$ cat src/hdl/rof_pkg.sv
// ----------------------------------------------------------------------------
// rof_pkg: shared types and constants of the 3x3 rank-order filter
// Pixel and field widths, register indexes, mode codes and reset values.
// ----------------------------------------------------------------------------
`default_nettype none

package rof_pkg;

   localparam int PIX_W     = 8;
   localparam int ROW_W     = 10;
   localparam int COL_W     = 10;
   localparam int MODE_W    = 2;
   localparam int SIZE_W    = 11;
   localparam int ADDR_W    = 4;
   localparam int DATA_W    = 32;
   localparam int WIN       = 3;
   localparam int WIN_TAPS  = WIN * WIN;

   localparam int DEFAULT_MAX_WIDTH  = 1024;
   localparam int DEFAULT_MAX_HEIGHT = 1024;

   // register indexes, taken from paddr[3:2]
   localparam logic [1:0] REG_FILTER_MODE  = 2'd0;
   localparam logic [1:0] REG_IMAGE_WIDTH  = 2'd1;
   localparam logic [1:0] REG_IMAGE_HEIGHT = 2'd2;

   // rank selection codes; the unused code selects the maximum
   localparam logic [MODE_W-1:0] MODE_MIN    = 2'd0;
   localparam logic [MODE_W-1:0] MODE_MEDIAN = 2'd1;
   localparam logic [MODE_W-1:0] MODE_MAX    = 2'd2;

   localparam logic [SIZE_W-1:0] RST_WIDTH  = 11'd1024;
   localparam logic [SIZE_W-1:0] RST_HEIGHT = 11'd1024;

   typedef logic [WIN_TAPS-1:0][PIX_W-1:0] window_type;

   typedef struct packed {
      logic [ROW_W-1:0] row;
      logic [COL_W-1:0] column;
      logic [PIX_W-1:0] value;
      logic             filtered;
      logic             last;
   } result_type;

endpackage

`default_nettype wire

$ cat src/hdl/rof_rank.sv
// ----------------------------------------------------------------------------
// rof_rank: rank selection over a 3x3 window
// Minimum and maximum trees plus a 19-exchange median network.
// ----------------------------------------------------------------------------
`default_nettype none

module rof_rank (
   input  wire logic [rof_pkg::MODE_W-1:0] mode,
   input  wire rof_pkg::window_type        window,
   output logic      [rof_pkg::PIX_W-1:0]  value
);

   localparam int PW = rof_pkg::PIX_W;

   logic [PW-1:0] min_val;
   logic [PW-1:0] max_val;
   logic [PW-1:0] med_val;

   // returns {low, high}
   function automatic logic [2*PW-1:0] sort_pair(input logic [PW-1:0] a,
                                                 input logic [PW-1:0] b);
      return (a > b) ? {b, a} : {a, b};
   endfunction

   function automatic logic [PW-1:0] min2(input logic [PW-1:0] a,
                                          input logic [PW-1:0] b);
      return (a < b) ? a : b;
   endfunction

   function automatic logic [PW-1:0] max2(input logic [PW-1:0] a,
                                          input logic [PW-1:0] b);
      return (a > b) ? a : b;
   endfunction

   assign min_val = min2(min2(min2(min2(window[0], window[1]), min2(window[2], window[3])),
                              min2(min2(window[4], window[5]), min2(window[6], window[7]))),
                         window[8]);

   assign max_val = max2(max2(max2(max2(window[0], window[1]), max2(window[2], window[3])),
                              max2(max2(window[4], window[5]), max2(window[6], window[7]))),
                         window[8]);

   always_comb begin
      logic [rof_pkg::WIN_TAPS-1:0][PW-1:0] p;
      p = window;
      {p[1], p[2]} = sort_pair(p[1], p[2]);
      {p[4], p[5]} = sort_pair(p[4], p[5]);
      {p[7], p[8]} = sort_pair(p[7], p[8]);
      {p[0], p[1]} = sort_pair(p[0], p[1]);
      {p[3], p[4]} = sort_pair(p[3], p[4]);
      {p[6], p[7]} = sort_pair(p[6], p[7]);
      {p[1], p[2]} = sort_pair(p[1], p[2]);
      {p[4], p[5]} = sort_pair(p[4], p[5]);
      {p[7], p[8]} = sort_pair(p[7], p[8]);
      {p[0], p[3]} = sort_pair(p[0], p[3]);
      {p[5], p[8]} = sort_pair(p[5], p[8]);
      {p[4], p[7]} = sort_pair(p[4], p[7]);
      {p[3], p[6]} = sort_pair(p[3], p[6]);
      {p[1], p[4]} = sort_pair(p[1], p[4]);
      {p[2], p[5]} = sort_pair(p[2], p[5]);
      {p[4], p[7]} = sort_pair(p[4], p[7]);
      {p[2], p[4]} = sort_pair(p[2], p[4]);
      {p[4], p[6]} = sort_pair(p[4], p[6]);
      {p[2], p[4]} = sort_pair(p[2], p[4]);
      med_val = p[4];
   end

   always_comb begin
      case (mode)
         rof_pkg::MODE_MIN:    value = min_val;
         rof_pkg::MODE_MEDIAN: value = med_val;
         default:              value = max_val;
      endcase
   end

endmodule

`default_nettype wire

$ cat config.mk
export PLATFORM = sky130hd
export DESIGN_NAME = rof_rank
export DESIGN_NICKNAME = d
export VERILOG_FILES = /design/src/hdl/rof_pkg.sv /design/src/hdl/rof_rank.sv
export SDC_FILE = /design/constraint.sdc
export NUM_CORES = 1
export LEC_CHECK = 0
export ABC_AREA = 1
export ABC_CLOCK_PERIOD_IN_PS = 39400
export BUFFER_PORTS_ARGS = -buffer_cell sky130_fd_sc_hd__buf_2
export CAP_MARGIN = 10
export CORE_MARGIN = 4
export CORE_UTILIZATION = 50
export DETAILED_ROUTE_END_ITERATION = 7
export PLACE_DENSITY = 0.71
export SYNTH_ARGS = -nofsm -noshare
export SYNTH_HDL_FRONTEND = slang
export SYNTH_SLANG_ARGS = --single-unit
export TNS_END_PERCENT = 10
$ cat constraint.sdc
create_clock -name vclk -period 39.4
set_input_delay 7.88 -clock vclk [all_inputs]
set_output_delay 7.88 -clock vclk [all_outputs]
set_load 0.005 [all_outputs]
==> results of run 1 <==
logic make-up after synthesis:
logic type	synth area share
simple gates	0.359
fa+ha+maj	0.292
buf+inv	0.105
compound gates	0.244
area by class of cell:
class / instances / area, um2 / share of cell area
Timing Repair Buffer: 86 / 440 / 0.0419
Tap cell: 265 / 332 / 0.0315
Inverter: 214 / 806 / 0.0767
Multi-Input combinational cell: 1531 / 8930 / 0.850
worst paths after layout:
kind       start  endpoint  slack (ns)  depth (start not counted)
min      mode[1]  value[0]       16.16                          4
max   window[47]  value[6]        7.49                         75
per-layer routing:
| layer | routed length [um] | part of all wire |
|---|---|---|
| met4 | 1890 | 0.057 |
| met3 | 2290 | 0.069 |
| met5 | 0 | 0 |
| met1 | 14700 | 0.44 |
| met2 | 14400 | 0.43 |
worst max-delay path: cells and delay by family:
| kind | cells | cell delay, ns |
|---|---|---|
| buffers and inverters | 12 | 2.95 |
| AND/OR/NAND/NOR | 34 | 4.86 |
| AO/OA/AOI/OAI | 20 | 5.62 |
| adder cells (fa/ha/maj) | 9 | 2.69 |
per-stage QoR:
stage	cells	area, um2
3_5_place_dp	2096	10500
4_1_cts	2096	10500
3_3_place_gp	2096	10500
5_1_grt	2096	10500
2_1_floorplan	1798	9980
6_report	2096	10500
synth_stat cells, drive strengths merged:
| master | n |
|---|---|
| o211ai | 8 |
| or2 | 21 |
| nand3b | 2 |
| clkinv | 2 |
| inv | 212 |
| nor2 | 71 |
| ha | 233 |
| o21bai | 1 |
| and2 | 16 |
| nand4 | 5 |
| nand3 | 144 |
| o221ai | 1 |
| a21o | 1 |
| a32oi | 10 |
| buf | 21 |
| o21a | 2 |
| clkbuf | 32 |
| a21oi | 93 |
| nand2 | 593 |
| o31ai | 1 |
| o21ai | 306 |
| a211oi | 23 |
==> results.toml, run 1 <==
[timing]
maxSlewViolCount = 0
tightest_slew_ns = 1.19
relSlewSlack = 0.204
worst_slack_ns = 7.49
hold_viol = 0
finalSetupViolations = 0
grt_setup_unrepaired = "false"
hold_slack_ns = 16.16
clock.fmax_mhz = 31.3
fin_tns_setup_ns = 0
period_share = 0.810
post-route-min-period_ns = 31.91

[global_routing]
grt_use_met2 = 0.464
antenna_found_initial = 0
grt_pass1_wl_um = 52600
use_met3 = 0.0204
grt_use_total = 0.290
first_global_vias = 10400
grt_max_degree = 33
gr-usage-met1 = 0.398
busiest_layer = "met2"
grt-ovfl-total = 0

[logic_synthesis]
synth_area_leaders = "ha_1 29%, nand2_1 22%, o21ai_0 14%"
synth_area_per_cell_um2 = 5.55
syn_area_um2 = 9980
yosysTopAreaCell = "ha_1"
synth_nets = 2105
yosysWarnings = 0
netlist_instances = 1798
ys_types = 41
synth_top_area_share = 0.292
ys_seq_area_frac = 0

[critical_path]
path_common_cell = "nand2_1"
endpoint_kind = "output port"
cp.arrival_ns = 24.03
required_ns = 31.52
slowest_delay_ns = 0.62
cp_max_fo = 32
slowest_stage = "a32oi_1"
crit_type = "in2out"
start_kind = "primary input"

[finish]
fillerInstances = 2144
area_growth_pct = 5.32
seq_area_um2 = 0
n_clock_buffer = 0
antenna-diode-count = 0
nFlopsAndLatches = 0
layout.nets = 2140
layout_common_cells = "576 x nand2_1, 282 x o21ai_0, 233 x ha_1"
drive_gt1_frac = 0.0792
fin_util = 0.538
layout_commonest_cell = "nand2_1"

[floorplan]
coreArea_um2 = 19500
io_pins = 82
fp.dieW_um = 149
start_util = 0.511
dieArea_um2 = 22300
std_cell_rows = 51
dieHeight_um = 149

[place]
pre_cts_slack_ns = 7.77
gp_congestion = 0.984
place_hpwl_um = 29200
portBuffers = 82

[clock_tree]
ctsHoldBuffers = 0
ctsResizeCount = 0
post_cts_buffers = 0

[flow_run]
drv_cap = 0

[routing]
route.detailed.drc = 0
drt_iter0_drc = 991
via_per_inst = 5.65
routed_wl_um = 33300
num_vias = 11800
wl_per_cell_um = 15.9
first_pass_iters = 6
ant_nets = 0

[run_status]
outcome = "completed"

[min_path]
hold_class = "in2out"
Power of run 1 is not shown: default switching activity piles up to over one toggle a cycle in this logic, so the estimate is an artifact.
==> inputs of run 2 (changes only) <==
--- a/config.mk
+++ b/config.mk
@@ -5,14 +5,14 @@
 export SDC_FILE = /design/constraint.sdc
 export NUM_CORES = 1
 export LEC_CHECK = 0
-export ABC_AREA = 1
-export ABC_CLOCK_PERIOD_IN_PS = 39400
+export ABC_AREA = 0
+export ABC_CLOCK_PERIOD_IN_PS = 30900
 export BUFFER_PORTS_ARGS = -buffer_cell sky130_fd_sc_hd__buf_2
 export CAP_MARGIN = 10
 export CORE_MARGIN = 4
 export CORE_UTILIZATION = 50
 export DETAILED_ROUTE_END_ITERATION = 7
-export PLACE_DENSITY = 0.71
+export PLACE_DENSITY = 0.7
 export SYNTH_ARGS = -nofsm -noshare
 export SYNTH_HDL_FRONTEND = slang
 export SYNTH_SLANG_ARGS = --single-unit
==> constraint.sdc (replaced) <==
create_clock -name vclk -period 30.9
set_input_delay 6.18 -clock vclk [all_inputs]
set_output_delay 6.18 -clock vclk [all_outputs]
set_load 0.005 [all_outputs]
==> results.toml, run 2 <==
[logic_synthesis]
synth_common_cells = "233 x ha_1, 179 x a21oi_1, 169 x nor2_1, 147 x inv_1, 93 x mux2i_1"
yosysTopAreaCell = "ha_1"
ys_types = 85
synth_nets = 1835
ys_seq_area_frac = 0
synth_area_leaders = "ha_1 28%, mux2i_1 8.8%, a21oi_1 8.5%"
synth_area_per_cell_um2 = 6.90
yosysWarnings = 0
synth_top_area_share = 0.277
syn_area_um2 = 10500
netlist_instances = 1528
yosysMostFrequentCell = "ha_1"

[global_routing]
grt_pass1_wl_um = 59900
grt_use_total = 0.310
grt-ovfl-total = 0
antenna_found_initial = 0
grt_max_degree = 31
first_global_vias = 11100

[floorplan]
dieArea_um2 = 23500
std_cell_rows = 52
coreArea_um2 = 20500
start_util = 0.514
fp.dieW_um = 153
io_pins = 82
dieHeight_um = 153

[flow_run]
drv_cap = 0

[min_path]
hold_class = "in2out"
hp-start = "window[71]"
whs_path_depth = 3
whs_endpoint = "value[7]"

[timing]
maxSlewViolCount = 0
hold_viol = 0
finalSetupViolations = 0
clock.fmax_mhz = 33.5
fin_tns_setup_ns = 0
relSlewSlack = 0.302
period_share = 0.966
tightest_slew_ns = 1.05
post-route-min-period_ns = 29.84

[routing]
first_pass_iters = 6
via_per_inst = 6.57
route.detailed.drc = 0
wl_per_cell_um = 20.9
num_vias = 12200
drt_iter0_drc = 1297
routed_wl_um = 38800
ant_nets = 0

[critical_path]
cp.arrival_ns = 23.66
slowest_stage = "or4_1"
endpoint_kind = "output port"
slowest_delay_ns = 0.61
required_ns = 24.72
cp_max_fo = 21
start_kind = "primary input"
crit_type = "in2out"

[run_status]
outcome = "completed"

[finish]
layout_commonest_cell = "ha_1"
drive_gt1_frac = 0.118
fillerInstances = 2030
area_growth_pct = 7.85
nFlopsAndLatches = 0
seq_area_um2 = 0
layout.nets = 1890
n_clock_buffer = 0
layout_common_cells = "233 x ha_1, 178 x a21oi_1, 169 x nor2_1"
antenna-diode-count = 0

[clock_tree]
ctsHoldBuffers = 0

[place]
portBuffers = 82
gp_congestion = 1.01
place_hpwl_um = 32600
-- run 2: cell types whose count changed after synthesis, moves of 23 or more --
| cell | previous run | this run |
|---|---|---|
| nand4_1 | 4 | 32 |
| nand2_1 | 576 | 91 |
| nor2_1 | 69 | 169 |
| nor2b_1 | 0 | 23 |
| o21ai_0 | 283 | 85 |
| mux2_2 | 0 | 36 |
| a21oi_1 | 93 | 179 |
| a21o_1 | 1 | 50 |
| inv_1 | 206 | 147 |
| o21a_1 | 1 | 32 |
| nand3_1 | 142 | 37 |
| mux2i_1 | 0 | 93 |
-- run 2: how the worst max path moves through the flow --
stage	startpoint	end	slack, ns	cells after the start
floorplan	window[65]	value[7]	2.40	91
global placement	window[65]	value[5]	0.58	86
detailed placement	window[65]	value[2]	0.24	84
CTS	window[65]	value[2]	0.14	81
global route	window[65]	value[2]	-0.01	89
finish	window[65]	value[7]	1.06	84
-- run 2: worst max-delay path: cells and delay by family --
kind	cells	cell delay (ns)
AND/OR/NAND/NOR	22	4.65
AO/OA/AOI/OAI	44	8.43
adder cells (fa/ha/maj)	9	2.59
multiplexers	1	0.44
buffers and inverters	8	1.33
-- run 2: logic make-up (layout without fill, tap and decap cells) --
family	Yosys count	in the layout	synth area share
AOI/OAI and AO/OA	528	529	0.325
and+or+nand+nor	440	441	0.199
adders and majority gates	233	233	0.277
buffers and inverters	197	248	0.0720
muxes	129	129	0.127
xor gates and xnor gates	1	1	0.000831
-- run 2: through the flow --
step | worst slack [ns] | util | hold slack [ns] | cell area [um2] | cells
floorplan | 2.40 | - | 12.47 | 10500 | 1528
global placement | 0.585 | 0.547 | 12.73 | 11200 | 1844
detailed placement | 0.239 | 0.547 | 12.73 | 11200 | 1844
CTS | 0.144 | 0.547 | 12.74 | 11200 | 1844
global route | -0.0142 | 0.555 | 12.77 | 11400 | 1851
finish | 1.06 | 0.555 | 12.77 | 11400 | 1851
-- run 2: final cells by class --
class	instances	area (um2)	area share
Multi-Input combinational cell	1333	9930	0.873
Tap cell	270	338	0.0297
Timing Repair Buffer	101	553	0.0486
Inverter	147	552	0.0485
-- run 2: routing by layer --
layer	GRT usage	up-vias	routed length, um
met1	0.424	5517	16500
met5	0	-	0
met4	0.104	0	1740
met3	0.0328	110	3640
met2	0.508	683	16900
li1	-	5842	-
-- run 2: repair_timing --
item / in CTS / in global routing
setup buffers: 0 / 5
endpoints found under the setup margin: 0 / 8
gates resized for setup: 0 / 25
Power of run 2 is left out for the same reason.
==> inputs of run 3 (changes only) <==
--- a/config.mk
+++ b/config.mk
@@ -9,10 +9,12 @@
 export ABC_CLOCK_PERIOD_IN_PS = 30900
 export BUFFER_PORTS_ARGS = -buffer_cell sky130_fd_sc_hd__buf_2
 export CAP_MARGIN = 10
+export CELL_PAD_IN_SITES_DETAIL_PLACEMENT = 1
+export CELL_PAD_IN_SITES_GLOBAL_PLACEMENT = 1
 export CORE_MARGIN = 4
-export CORE_UTILIZATION = 50
+export CORE_UTILIZATION = 45
 export DETAILED_ROUTE_END_ITERATION = 7
-export PLACE_DENSITY = 0.7
+export PLACE_DENSITY = 0.84
 export SYNTH_ARGS = -nofsm -noshare
 export SYNTH_HDL_FRONTEND = slang
 export SYNTH_SLANG_ARGS = --single-unit
==> results.toml, run 3 (synthesis gave the netlist of run 2 again) <==
[global_routing]
first_global_vias = 12600
antenna_found_initial = 0
grt_pass1_wl_um = 68400
grt-ovfl-total = 0
grt_max_degree = 31
grt_use_total = 0.323

[min_path]
hp-start = "window[71]"
whs_endpoint = "value[7]"
hold_class = "in2out"
whs_path_depth = 3

[timing]
period_share = 0.966
grt_setup_unrepaired = "false"
post-route-min-period_ns = 29.85
clock.fmax_mhz = 33.5
finalSetupViolations = 0
relSlewSlack = 0.261
tightest_slew_ns = 1.11
fin_tns_setup_ns = 0
maxSlewViolCount = 0
hold_viol = 0

[critical_path]
endpoint_kind = "output port"
crit_type = "in2out"
required_ns = 24.72
cp_max_fo = 21
start_kind = "primary input"
path_common_cell = "o21a_1"
slowest_delay_ns = 0.60
cp.arrival_ns = 23.67
slowest_stage = "or4_1"

[routing]
first_pass_iters = 5
routed_wl_um = 44300
num_vias = 12500
wl_per_cell_um = 23.3
drt_iter0_drc = 951
ant_nets = 0
via_per_inst = 6.59
route.detailed.drc = 0

[finish]
area_growth_pct = 8.88
drive_gt1_frac = 0.125
nFlopsAndLatches = 0
fillerInstances = 3068
layout.nets = 1894
seq_area_um2 = 0
layout_commonest_cell = "ha_1"
antenna-diode-count = 0
layout_common_cells = "233 x ha_1, 173 x a21oi_1, 167 x nor2_1"
n_clock_buffer = 0

[flow_run]
drv_cap = 0

[floorplan]
coreArea_um2 = 22800
dieArea_um2 = 25900
start_util = 0.461
io_pins = 82
std_cell_rows = 55
dieHeight_um = 161
fp.dieW_um = 161

[place]
gp_congestion = 1.06
place_hpwl_um = 37900
portBuffers = 82

[run_status]
outcome = "completed"
run 3: worst max path at each step:
stage | startpoint | endpoint | slack (ns)
6_report | window[70] | value[7] | 1.05
4_1_cts | window[70] | value[2] | 0.18
5_1_grt | window[65] | value[7] | 0.002
2_1_floorplan | window[65] | value[7] | 2.40
3_5_place_dp | window[70] | value[2] | 0.22
3_3_place_gp | window[65] | value[2] | 0.76
run 3: cell type report:
type	instances	area, um2	area share
repair buffers	105	583	0.0508
well taps	313	392	0.0341
inverters	147	552	0.0481
multi-input cells	1333	9950	0.867
run 3: critical path: cells and delay by family:
| kind | cells | cell delay [ns] |
|---|---|---|
| compound gates | 46 | 8.24 |
| mux | 1 | 0.37 |
| simple gates | 24 | 4.79 |
| fa+ha+maj | 9 | 2.25 |
| buf+inv | 10 | 1.79 |
run 3: per-layer routing:
layer | GRT usage | vias to the layer above | part of all wire
met5 | 0 | - | 0
met4 | 0.154 | 0 | 0.059
met3 | 0.0416 | 141 | 0.074
met2 | 0.544 | 564 | 0.45
met1 | 0.409 | 5978 | 0.41
li1 | - | 5831 | -
run 3: repair_timing:
item	4_1_cts	5_1_grt
gates resized for setup	0	34
endpoints found under the setup margin	0	8
setup buffers	0	6
hold buffers	0	0
run 3: through the flow:
stage / utilization / hold WS (ns) / instances / instance area [um2] / setup WS (ns)
3_5_place_dp: 0.494 / 12.71 / 1890 / 11300 / 0.221
3_3_place_gp: 0.494 / 12.69 / 1890 / 11300 / 0.758
4_1_cts: 0.494 / 12.72 / 1890 / 11300 / 0.179
2_1_floorplan: - / 12.47 / 1528 / 10500 / 2.40
6_report: 0.502 / 12.72 / 1898 / 11500 / 1.05
5_1_grt: 0.502 / 12.75 / 1898 / 11500 / 0.00230
Power of run 3 is left out for the same reason.
